--- src/sv/overlapping_sum_pool_3x3_assert.svh ---
// Assertion macros shared by the pooling block.
// Each macro expects a clock named clk and a reset named rst in scope.
`ifndef OVERLAPPING_SUM_POOL_3X3_ASSERT_SVH
`define OVERLAPPING_SUM_POOL_3X3_ASSERT_SVH

// Same-cycle implication, checked outside reset.
`define OSP_ASSERT_IMPL(label, ante, cons) \
  label: assert property (@(posedge clk) disable iff (rst) (ante) |-> (cons)) \
    else $error("assertion failed");

// Next-cycle implication, checked outside reset.
`define OSP_ASSERT_NEXT(label, ante, cons) \
  label: assert property (@(posedge clk) disable iff (rst) (ante) |=> (cons)) \
    else $error("assertion failed");

`endif

--- src/sv/osp_pkg.sv ---
`timescale 1ns / 1ps
package osp_pkg;

  localparam int RESP_W      = 24;
  localparam int SUM_W       = 31;
  localparam int IDX_W       = 4;
  localparam int MAP_NUM_W   = 10;
  localparam int CFG_W       = 11;
  localparam int GRID_MAX    = 4;

  localparam int MAP_SIDE_DEF    = 25;
  localparam int WINDOW_STEP_DEF = 8;
  localparam int GRID_SIDE_DEF   = 3;
  localparam int QUEUE_DEPTH     = 2;

  localparam logic [CFG_W-1:0] MAP_COUNT_RST = CFG_W'(256);

  localparam logic signed [SUM_W-1:0] SUM_MAX = {1'b0, {(SUM_W-1){1'b1}}};
  localparam logic signed [SUM_W-1:0] SUM_MIN = {1'b1, {(SUM_W-1){1'b0}}};

  // One classified input value on its way from the front to the back.
  typedef struct packed {
    logic signed [RESP_W-1:0]    response;
    logic        [GRID_MAX-1:0]  row_hit;
    logic        [GRID_MAX-1:0]  col_hit;
    logic                        map_end;
    logic        [MAP_NUM_W-1:0] map_number;
  } osp_item_t;

  // Adds a value into a sum and clamps the result to the signed sum range.
  function automatic logic signed [SUM_W-1:0] sat_add(
    input logic signed [SUM_W-1:0]  a,
    input logic signed [RESP_W-1:0] b
  );
    logic signed [SUM_W:0] s;
    s = (SUM_W+1)'(a) + (SUM_W+1)'(b);
    if (s[SUM_W] != s[SUM_W-1]) begin
      return s[SUM_W] ? SUM_MIN : SUM_MAX;
    end
    return s[SUM_W-1:0];
  endfunction

endpackage

--- src/sv/osp_ifs.sv ---
`timescale 1ns / 1ps
interface osp_resp_if;
  import osp_pkg::*;
  logic                     valid;
  logic                     ready;
  logic signed [RESP_W-1:0] response;
  modport source (output valid, output response, input ready);
  modport sink (input valid, input response, output ready);
endinterface

interface osp_pool_if;
  import osp_pkg::*;
  logic                        valid;
  logic                        ready;
  logic signed [SUM_W-1:0]     region_sum;
  logic        [IDX_W-1:0]     region_index;
  logic        [MAP_NUM_W-1:0] map_number;
  logic                        last_region;
  modport source (output valid, output region_sum, output region_index,
                  output map_number, output last_region, input ready);
  modport sink (input valid, input region_sum, input region_index,
                input map_number, input last_region, output ready);
endinterface

--- src/sv/overlapping_sum_pool_3x3.sv ---
`timescale 1ns / 1ps
// Overlapping 3x3 sum pooling of a 25x25 response map.
// Input channel resp carries one signed Q11.12 value per transfer, in raster order,
// 625 transfers per map. Output channel pool carries nine window sums per map, in
// region order, each with its region index, map number and a last flag on the ninth.
// The map number wraps at the count written through cfg_wen / cfg_wdata (reset 256);
// write it only while the block is idle.
// Throughput: one input transfer per cycle while resp.ready is high. The front
// classifies each value by window in the cycle it is taken; a two-entry queue feeds
// the back, which adds it into up to four of the nine saturating accumulators at once.
// Output: pool.valid rises once the last value of a map has passed through the queue
// and its sums are loaded into a shift bank; the nine sums then leave it at one per
// cycle while pool.ready is high.
// While the receiver stalls, inputs keep flowing into the accumulators of the next
// map; only a following map end waits for the bank, after which the queue fills and
// resp.ready drops.
// Synchronous reset clears the sums, the raster position, the map number and the
// queue, and sets the map count to 256.
module overlapping_sum_pool_3x3 #(
  parameter int MAP_SIDE    = osp_pkg::MAP_SIDE_DEF,
  parameter int WINDOW_STEP = osp_pkg::WINDOW_STEP_DEF,
  parameter int GRID_SIDE   = osp_pkg::GRID_SIDE_DEF
) (
  input  logic                      clk,
  input  logic                      rst,
  input  logic                      cfg_wen,
  input  logic [osp_pkg::CFG_W-1:0] cfg_wdata,
  osp_resp_if.sink                  resp,
  osp_pool_if.source                pool
);
  import osp_pkg::*;

  // Front to queue.
  logic      q_push;
  logic      q_ready;
  osp_item_t q_in_item;

  // Queue to back.
  logic      q_valid;
  logic      q_pop;
  osp_item_t q_out_item;

  // Handshake terms used by the checks below.
  logic             pool_xfer;
  logic             run_step;
  logic             run_end;
  logic             map_end_pop;
  logic [IDX_W-1:0] idx_plus1;

  osp_front #(
    .MAP_SIDE    (MAP_SIDE),
    .WINDOW_STEP (WINDOW_STEP),
    .GRID_SIDE   (GRID_SIDE)
  ) u_front (
    .clk       (clk),
    .rst       (rst),
    .cfg_wen   (cfg_wen),
    .cfg_wdata (cfg_wdata),
    .resp      (resp),
    .q_push    (q_push),
    .q_item    (q_in_item),
    .q_ready   (q_ready)
  );

  osp_queue #(
    .DEPTH (QUEUE_DEPTH)
  ) u_queue (
    .clk       (clk),
    .rst       (rst),
    .push      (q_push),
    .push_item (q_in_item),
    .ready     (q_ready),
    .valid     (q_valid),
    .pop_item  (q_out_item),
    .pop       (q_pop)
  );

  osp_back #(
    .GRID_SIDE (GRID_SIDE)
  ) u_back (
    .clk     (clk),
    .rst     (rst),
    .q_valid (q_valid),
    .q_item  (q_out_item),
    .q_pop   (q_pop),
    .pool    (pool)
  );

  assign pool_xfer   = pool.valid && pool.ready;
  assign run_step    = pool_xfer && !pool.last_region;
  assign run_end     = pool_xfer && pool.last_region;
  assign map_end_pop = q_pop && q_out_item.map_end;
  assign idx_plus1   = pool.region_index + IDX_W'(1);

  `include "overlapping_sum_pool_3x3_assert.svh"

  // Within a run the region index steps by one per transfer.
  `OSP_ASSERT_NEXT(a_index_steps, run_step, pool.valid && pool.region_index == $past(idx_plus1))
  // All sums of one run carry the same map number.
  `OSP_ASSERT_NEXT(a_map_steady, run_step, pool.map_number == $past(pool.map_number))
  // A new run always starts at region zero.
  `OSP_ASSERT_NEXT(a_run_restart, run_end, !pool.valid || (pool.region_index == '0))
  // A map end leaves the queue only when the shift bank is free or freeing.
  `OSP_ASSERT_IMPL(a_bank_free, map_end_pop && pool.valid, pool.ready && pool.last_region)

endmodule

--- src/sv/osp_front.sv ---
`timescale 1ns / 1ps
module osp_front #(
  parameter int MAP_SIDE    = osp_pkg::MAP_SIDE_DEF,
  parameter int WINDOW_STEP = osp_pkg::WINDOW_STEP_DEF,
  parameter int GRID_SIDE   = osp_pkg::GRID_SIDE_DEF
) (
  input  logic                      clk,
  input  logic                      rst,
  input  logic                      cfg_wen,
  input  logic [osp_pkg::CFG_W-1:0] cfg_wdata,
  osp_resp_if.sink                  resp,
  output logic                      q_push,
  output osp_pkg::osp_item_t        q_item,
  input  logic                      q_ready
);
  import osp_pkg::*;

  localparam int POS_W = $clog2(MAP_SIDE);

  logic [POS_W-1:0]     row;
  logic [POS_W-1:0]     col;
  logic [MAP_NUM_W-1:0] map_counter;
  logic [CFG_W-1:0]     map_count;
  logic                 col_end;
  logic                 row_end;
  logic [CFG_W-1:0]     map_next_wide;

  assign resp.ready = q_ready;
  assign q_push     = resp.valid && q_ready;

  assign col_end       = (col == POS_W'(MAP_SIDE - 1));
  assign row_end       = (row == POS_W'(MAP_SIDE - 1));
  assign map_next_wide = CFG_W'(map_counter) + CFG_W'(1);

  // Window g spans positions g*step through g*step+step inclusive.
  always_comb begin
    q_item.response   = resp.response;
    q_item.map_end    = col_end && row_end;
    q_item.map_number = map_counter;
    for (int g = 0; g < GRID_MAX; g++) begin
      q_item.row_hit[g] = (g < GRID_SIDE) && (int'(row) >= g * WINDOW_STEP) &&
                          (int'(row) <= g * WINDOW_STEP + WINDOW_STEP);
      q_item.col_hit[g] = (g < GRID_SIDE) && (int'(col) >= g * WINDOW_STEP) &&
                          (int'(col) <= g * WINDOW_STEP + WINDOW_STEP);
    end
  end

  always_ff @(posedge clk) begin
    if (rst) begin
      row         <= '0;
      col         <= '0;
      map_counter <= '0;
      map_count   <= MAP_COUNT_RST;
    end else begin
      if (cfg_wen) begin
        map_count <= cfg_wdata;
      end
      if (q_push) begin
        if (!col_end) begin
          col <= col + POS_W'(1);
        end else begin
          col <= '0;
          if (!row_end) begin
            row <= row + POS_W'(1);
          end else begin
            row <= '0;
            if (map_next_wide >= map_count) begin
              map_counter <= '0;
            end else begin
              map_counter <= map_next_wide[MAP_NUM_W-1:0];
            end
          end
        end
      end
    end
  end

endmodule

--- src/sv/osp_queue.sv ---
`timescale 1ns / 1ps
module osp_queue #(
  parameter int DEPTH = osp_pkg::QUEUE_DEPTH
) (
  input  logic               clk,
  input  logic               rst,
  input  logic               push,
  input  osp_pkg::osp_item_t push_item,
  output logic               ready,
  output logic               valid,
  output osp_pkg::osp_item_t pop_item,
  input  logic               pop
);
  import osp_pkg::*;

  localparam int PTR_W = $clog2(DEPTH);
  localparam int CNT_W = $clog2(DEPTH + 1);

  osp_item_t        mem [DEPTH];
  logic [PTR_W-1:0] wr_ptr;
  logic [PTR_W-1:0] rd_ptr;
  logic [CNT_W-1:0] count;

  assign ready    = (count != CNT_W'(DEPTH));
  assign valid    = (count != '0);
  assign pop_item = mem[rd_ptr];

  always_ff @(posedge clk) begin
    if (push) begin
      mem[wr_ptr] <= push_item;
    end
  end

  always_ff @(posedge clk) begin
    if (rst) begin
      wr_ptr <= '0;
      rd_ptr <= '0;
      count  <= '0;
    end else begin
      if (push) begin
        wr_ptr <= (wr_ptr == PTR_W'(DEPTH - 1)) ? '0 : wr_ptr + PTR_W'(1);
      end
      if (pop) begin
        rd_ptr <= (rd_ptr == PTR_W'(DEPTH - 1)) ? '0 : rd_ptr + PTR_W'(1);
      end
      if (push && !pop) begin
        count <= count + CNT_W'(1);
      end else if (pop && !push) begin
        count <= count - CNT_W'(1);
      end
    end
  end

endmodule

--- src/sv/osp_back.sv ---
`timescale 1ns / 1ps
module osp_back #(
  parameter int GRID_SIDE = osp_pkg::GRID_SIDE_DEF
) (
  input  logic               clk,
  input  logic               rst,
  input  logic               q_valid,
  input  osp_pkg::osp_item_t q_item,
  output logic               q_pop,
  osp_pool_if.source         pool
);
  import osp_pkg::*;

  localparam int NUM_WIN = GRID_SIDE * GRID_SIDE;

  logic signed [SUM_W-1:0] sums     [NUM_WIN];
  logic signed [SUM_W-1:0] sums_upd [NUM_WIN];
  logic signed [SUM_W-1:0] snap     [NUM_WIN];
  logic [MAP_NUM_W-1:0]    snap_map;
  logic [IDX_W-1:0]        emit_idx;
  logic                    draining;
  logic                    xfer;
  logic                    final_xfer;
  logic                    load;

  assign xfer       = pool.valid && pool.ready;
  assign final_xfer = xfer && (emit_idx == IDX_W'(NUM_WIN - 1));

  // A map end waits until the previous run of sums has left, or is leaving now.
  assign q_pop = q_valid && (!q_item.map_end || !draining || final_xfer);
  assign load  = q_pop && q_item.map_end;

  always_comb begin
    for (int r = 0; r < GRID_SIDE; r++) begin
      for (int c = 0; c < GRID_SIDE; c++) begin
        if (q_item.row_hit[r] && q_item.col_hit[c]) begin
          sums_upd[r * GRID_SIDE + c] = sat_add(sums[r * GRID_SIDE + c], q_item.response);
        end else begin
          sums_upd[r * GRID_SIDE + c] = sums[r * GRID_SIDE + c];
        end
      end
    end
  end

  always_ff @(posedge clk) begin
    if (rst) begin
      for (int w = 0; w < NUM_WIN; w++) begin
        sums[w] <= '0;
      end
    end else if (q_pop) begin
      for (int w = 0; w < NUM_WIN; w++) begin
        sums[w] <= q_item.map_end ? '0 : sums_upd[w];
      end
    end
  end

  // The finished sums move into a shift bank that feeds the output.
  always_ff @(posedge clk) begin
    if (load) begin
      for (int w = 0; w < NUM_WIN; w++) begin
        snap[w] <= sums_upd[w];
      end
      snap_map <= q_item.map_number;
    end else if (xfer) begin
      for (int w = 0; w < NUM_WIN - 1; w++) begin
        snap[w] <= snap[w + 1];
      end
    end
  end

  always_ff @(posedge clk) begin
    if (rst) begin
      draining <= 1'b0;
      emit_idx <= '0;
    end else if (load) begin
      draining <= 1'b1;
      emit_idx <= '0;
    end else if (final_xfer) begin
      draining <= 1'b0;
      emit_idx <= '0;
    end else if (xfer) begin
      emit_idx <= emit_idx + IDX_W'(1);
    end
  end

  assign pool.valid        = draining;
  assign pool.region_sum   = snap[0];
  assign pool.region_index = emit_idx;
  assign pool.map_number   = snap_map;
  assign pool.last_region  = (emit_idx == IDX_W'(NUM_WIN - 1));

endmodule
--- src/flat_wrapper.sv ---
// flat-port wrapper written by rule: the top's interface ports become plain ports
module overlapping_sum_pool_3x3_flat import osp_pkg::*;
#(
  parameter int MAP_SIDE    = osp_pkg::MAP_SIDE_DEF,
  parameter int WINDOW_STEP = osp_pkg::WINDOW_STEP_DEF,
  parameter int GRID_SIDE   = osp_pkg::GRID_SIDE_DEF
)
  (clk, rst, cfg_wen, cfg_wdata, resp_valid, resp_response, resp_ready, pool_valid, pool_region_sum, pool_region_index, pool_map_number, pool_last_region, pool_ready);
  osp_resp_if resp_i ();
  osp_pool_if pool_i ();
  input  logic clk;
  input  logic rst;
  input  logic cfg_wen;
  input  logic [osp_pkg::CFG_W-1:0] cfg_wdata;
  input wire logic [$bits(resp_i.valid)-1:0] resp_valid;
  input wire logic [$bits(resp_i.response)-1:0] resp_response;
  output wire logic [$bits(resp_i.ready)-1:0] resp_ready;
  output wire logic [$bits(pool_i.valid)-1:0] pool_valid;
  output wire logic [$bits(pool_i.region_sum)-1:0] pool_region_sum;
  output wire logic [$bits(pool_i.region_index)-1:0] pool_region_index;
  output wire logic [$bits(pool_i.map_number)-1:0] pool_map_number;
  output wire logic [$bits(pool_i.last_region)-1:0] pool_last_region;
  input wire logic [$bits(pool_i.ready)-1:0] pool_ready;
  assign resp_i.valid = resp_valid;
  assign resp_i.response = resp_response;
  assign resp_ready = resp_i.ready;
  assign pool_valid = pool_i.valid;
  assign pool_region_sum = pool_i.region_sum;
  assign pool_region_index = pool_i.region_index;
  assign pool_map_number = pool_i.map_number;
  assign pool_last_region = pool_i.last_region;
  assign pool_i.ready = pool_ready;
  overlapping_sum_pool_3x3 #(.MAP_SIDE(MAP_SIDE), .WINDOW_STEP(WINDOW_STEP), .GRID_SIDE(GRID_SIDE)) u_core (.clk(clk), .rst(rst), .cfg_wen(cfg_wen), .cfg_wdata(cfg_wdata), .resp(resp_i), .pool(pool_i));
endmodule
--- config.mk ---
export PLATFORM = sky130hd
export DESIGN_NAME = overlapping_sum_pool_3x3_flat
export DESIGN_NICKNAME = d
export VERILOG_FILES = /design/src/sv/osp_pkg.sv /design/src/sv/osp_ifs.sv /design/src/sv/overlapping_sum_pool_3x3.sv /design/src/sv/osp_front.sv /design/src/sv/osp_queue.sv /design/src/sv/osp_back.sv /design/src/flat_wrapper.sv
export VERILOG_INCLUDE_DIRS = /design/src /design/src/sv
export SDC_FILE = /design/constraint.sdc
export NUM_CORES = 2
export LEC_CHECK = 0
export ABC_AREA = 0
export BUFFER_PORTS_ARGS = -buffer_cell sky130_fd_sc_hd__buf_2
export CAP_MARGIN = 30
export CORE_MARGIN = 1.5
export CORE_UTILIZATION = 55
export CTS_CLUSTER_DIAMETER = 100
export DETAILED_ROUTE_END_ITERATION = 12
export GPL_TIMING_DRIVEN = 0
export PLACE_DENSITY = 0.72
export RECOVER_POWER = 50
export REMOVE_ABC_BUFFERS = 1
export SETUP_SLACK_MARGIN = 0.3
export SLEW_MARGIN = 0
export SYNTH_ARGS = -nofsm -noshare
export SYNTH_HDL_FRONTEND = slang
export SYNTH_HIERARCHICAL = 1
export SYNTH_SLANG_ARGS = --single-unit
--- constraint.sdc ---
create_clock -name clk -period 15.7 [get_ports clk]
set_input_delay 3.14 -clock clk [delete_from_list [all_inputs] [get_ports clk]]
set_output_delay 3.14 -clock clk [all_outputs]
set_load 0.05 [all_outputs]
After elaboration in Yosys (flattened, before gate mapping)
Memories as Yosys holds them, arrays and structs flattened. A register that Yosys moved wholly into a read port is not among the register bits.
Index checks and enable logic that the tools add are counted.
Storage, ports and cells
  output and inout port bits: 48
  word-level logic and storage cells: 207
  latch bits: 0
  memory bits (read-only): 0
  register bits: 50
  memory bits (writable): 640
  bits of input ports: 40
  memories: 3
Memories
  u_core.u_back.snap: words 9, bits a word 31, rd ports 9, clocked after Yosys merged registers in 0, write ports 9, RTL line osp_back.sv:18  | logic signed [SUM_W-1:0] snap [NUM_WIN];
  u_core.u_back.sums: words 9, bits a word 31, rd ports 9, clocked after Yosys merged registers in 0, write ports 9, RTL line osp_back.sv:16  | logic signed [SUM_W-1:0] sums [NUM_WIN];
  u_core.u_queue.mem: words 2, bits a word 41, rd ports 1, clocked after Yosys merged registers in 1, write ports 1, RTL line osp_queue.sv:19  | osp_item_t mem [DEPTH];
Operators by class
  shifts and indexed selects: 0
  add/subtract/negate cells: 17
  magnitude comparators: 11
  eq/ne operators: 13
  muxes and demuxes: 103
  $mul: 0
  reduce and logical (&&, ||, !) cells: 33
  divide/modulo/power cells: 0
  bitwise gates (word level): 17
Operators with widths (count)
  $mux 31: 62
  $add 31x24->32: 9
  $mux 1: 36
  $logic_and 1x1->1: 21
  $le 5x5->1 const B: 4
  $or 1x1->1: 17
  $add 10x1->11 const B: 1
  $ge 11x11->1: 1
  $add 5x1->5 const B: 2
  $eq 5x5->1 const B: 2
  $ge 5x4->1 const B: 2
  $ge 5x5->1 const B: 2
  $le 5x4->1 const B: 2
  $mux 10: 1
  $mux 5: 2
  $ne 1x1->1: 9
  $reduce_bool 2->1: 3
  $add 4x1->4 const B: 1
  $eq 4x4->1 const B: 1
  $logic_not 1->1: 4
  $mux 2: 2
  $reduce_and 3->1: 1
  $reduce_or 3->1: 1
  $add 1x1->1 const B: 2
  5 further kinds: 6

Logic depth before layout (Yosys ltp)
An unclocked memory read counts as a cell.
  depth in word-level cells: 9
  mapped depth: 24
  depth with buffers taken out: 21

By module
Netlist, hierarchy kept.
By module, submodules not included
  osp_back: area an instance 40677.8 um^2, times used 1, cells each 4344, seq. area each 17156.5 um^2
  osp_queue: area an instance 3324.4 um^2, times used 1, cells each 156, seq. area each 2682.6 um^2
  osp_front: area an instance 2035.7 um^2, times used 1, cells each 236, seq. area each 620.6 um^2

Least setup slack after synthesis
Ideal clock, no wire load.
  path kind: input-to-reg
  from: input pool_ready
  to: memory u_core.u_back.snap[0][0], enable pin
  buffers on the path: 0
  data arrival time: 8876 ps
  setup time: 620 ps
  cell stages on the path: 4
  required time: 15080 ps
  setup slack: 6204 ps
  path through: nand2_1 > a31oi_1 > nand2_1 > nand2_1
RTL lines
  start: declaration: RTL line flat_wrapper.sv:23  | input wire logic [$bits(pool_i.ready)-1:0] pool_ready;
  end: declaration: RTL line osp_back.sv:18

==> results.yml <==
outcome:
  run_status: "finished with violations"
  violations: "capacitance limit, slew limit"
placed_design:
  gpl.final_weighted_congestion: 0.906
  dpl_worst_slack_ps: 8170
  placedCellCount: 5652
  place.detailed.hpwl_um: 88800
  port_buffers: 87
timing:
  hold_viol: 0
  hold_slack_ps: 494
  layout_worst_path_cycle_share_pct: 68.6
  timing.slew.headroom_pct: -149
  achievable-frequency_mhz: 92.9
  grt_setup_unrepaired: "false"
  final.setup.worst_slack_ps: 4930
  slew_violations: 571
  tightest_slew_ps: 3740
  finalSetupViolCount: 0
  finalClockSkew_ps: 20.5
  finalCriticalPeriod_ps: 10770
clock_tree:
  cts_root_buffer: "sky130_fd_sc_hd__clkbuf_16"
  post_cts_buffers: 0
  cts_tree: "yes"
  cts_buffer_count: 76
  post_cts_resized: 0
  clkLatencyLatePin_ps: 640
  cts.sink_count: 691
  cts-hold-fix-buffers: 0
  ctsLongestPathBuffers: 3
  clkTransAtPathRegs_ps: 60
  cts.htree.levels: 3
critical_path:
  cp_max_fo: 62
  cp_slowest_cell: "sky130_fd_sc_hd__clkbuf_1"
  path_cells: "clkbuf_1 -> or2_0 -> clkbuf_1 -> clkbuf_1"
  cp.buffers_inverters: 3
  critPathTopFamily: "buffers and inverters"
  criticalPathCategory: "in2reg"
  critical_path_depth: 4
  endpoint_kind: "flip-flop"
  rr_worst_depth: 6
  worst-endpoint-required_ps: 15850
  cp_slowest_stage_delay_ps: 2730
  cp_data_arrival_time_ps: 10920
  category_of_the_worst_setup_path_launch_point: "input pin"
  cpMostUsedCell: "sky130_fd_sc_hd__clkbuf_1"
die:
  rows: 105
  initial_utilization_pct: 55.7
  core_region_area_um2: 82400
  chipHeight_um: 292
  floorplan.die_area_um2: 85200
  floorplan.io_pins: 88
  die_width_um: 292
route:
  routed_wire_length_per_instance_um: 21.9
  detail_route.first_pass.iterations: 8
  drt_iter0_drc: 3445
  ant_nets: 0
  drc: 0
  vias_per_cell: 6.40
  vias: 37069
  routed_wirelength_um: 127000
global_routing:
  grt_first_pass_wirelength_um: 197000
  grt_start_max_net_pins: 81
  number_of_global_route_vias_before_repair: 34847
  globalRoute.totalOverflow: 0
  number_of_antenna_violations_at_the_first_check_in_global_routing: 0
  grt_use_total_pct: 29.2
final_layout:
  layout_commonest_cell: "sky130_fd_sc_hd__edfxtp_1"
  finalNetCount: 5016
  layout-drive-gt1-share_pct: 6.37
  syn2layout_area_growth_pct: 7.93
  most-common-layout-cells: "sky130_fd_sc_hd__edfxtp_1, sky130_fd_sc_hd__nor2_1, sky130_fd_sc_hd__nand2_1"
  n_antenna_cell: 0
  instances_no_fill: 5794
job:
  max-cap-violations: 13
yosys:
  ys_warn_count: 6
  post_synth_instance_area_um2: 45900
  netlist_instances: 4727
  syn_avg_cell_area_um2: 9.71
min_path:
  hold_class: "reg2reg"
  timing.hold.worst_path_depth: 2
[cell type report]
class	instances	area (µm²)
Timing Repair Buffer	147	1430
Clock buffer	95	1970
Multi-Input combinational cell	3645	23700
Sequential cell	691	20300
Tap cell	1070	1340
Inverter	100	375
Fill cell	6916	32900
Clock inverter	46	350
[state kept, by name (all words and copies together) (netlist names), named ones only]
register	count
u_core/u_back/pool.region_index	4
u_core/u_back/sums	279
u_core/u_queue/mem	82
u_core/u_queue/count	2
u_core/u_back/snap	279
u_core/u_front/col	5
u_core/u_queue/rd_ptr	1
u_core/u_back/pool.valid	1
u_core/u_front/map_count	11
u_core/u_back/pool.map_number	10
u_core/u_front/row	5
u_core/u_queue/wr_ptr	1
u_core/u_front/map_counter	10
[through the flow]
| stage | instance area [µm²] | setup TNS (ps) | utilization (%) |
|---|---|---|---|
| after global placement | 46200 | -1930330 | 56.0 |
| after CTS | 49900 | 0 | 60.6 |
| after floorplan | 44400 | -52290 | - |
| after detailed placement | 47600 | 0 | 57.7 |
| after global routing | 49500 | 0 | 60.1 |
| final | 49500 | 0 | 60.1 |
[worst register-to-register path, delay by kind of cell, from the launching register on]
kind	cells	cell delay [ps]
AOI/OAI and AO/OA	1	400
and+or+nand+nor	1	1970
muxes	1	520
DFF	1	1030
buffers and inverters	3	5760
[worst paths after layout]
check / from / to / slack [ps]
setup reg to reg: flip-flop / u_core/u_back/sums[0][86]$_SDFFCE_PP0P_ / 5460
hold reg to reg: u_core/u_front/map_count[3]$_SDFFE_PP0P_ / u_core/u_front/map_count[3]$_SDFFE_PP0P_ / 490
hold / removal: u_core/u_front/map_count[3]$_SDFFE_PP0P_ / u_core/u_front/map_count[3]$_SDFFE_PP0P_ / 490
setup / recovery: rst / u_core/u_back/sums[0][86]$_SDFFCE_PP0P_ / 4930
[per-layer routing]
layer  wire length, µm  up-vias  GRT usage (%)
met5                 0        -              0
met4              5410        0           12.2
met3              7730      258           3.66
met2             60200     1307           48.3
met1             53300    17942           38.8
li1                  -    17562              -
Power is left out: the tool's default activity adds up to more than one toggle a clock period on the data nets, which glitch-free logic cannot reach.
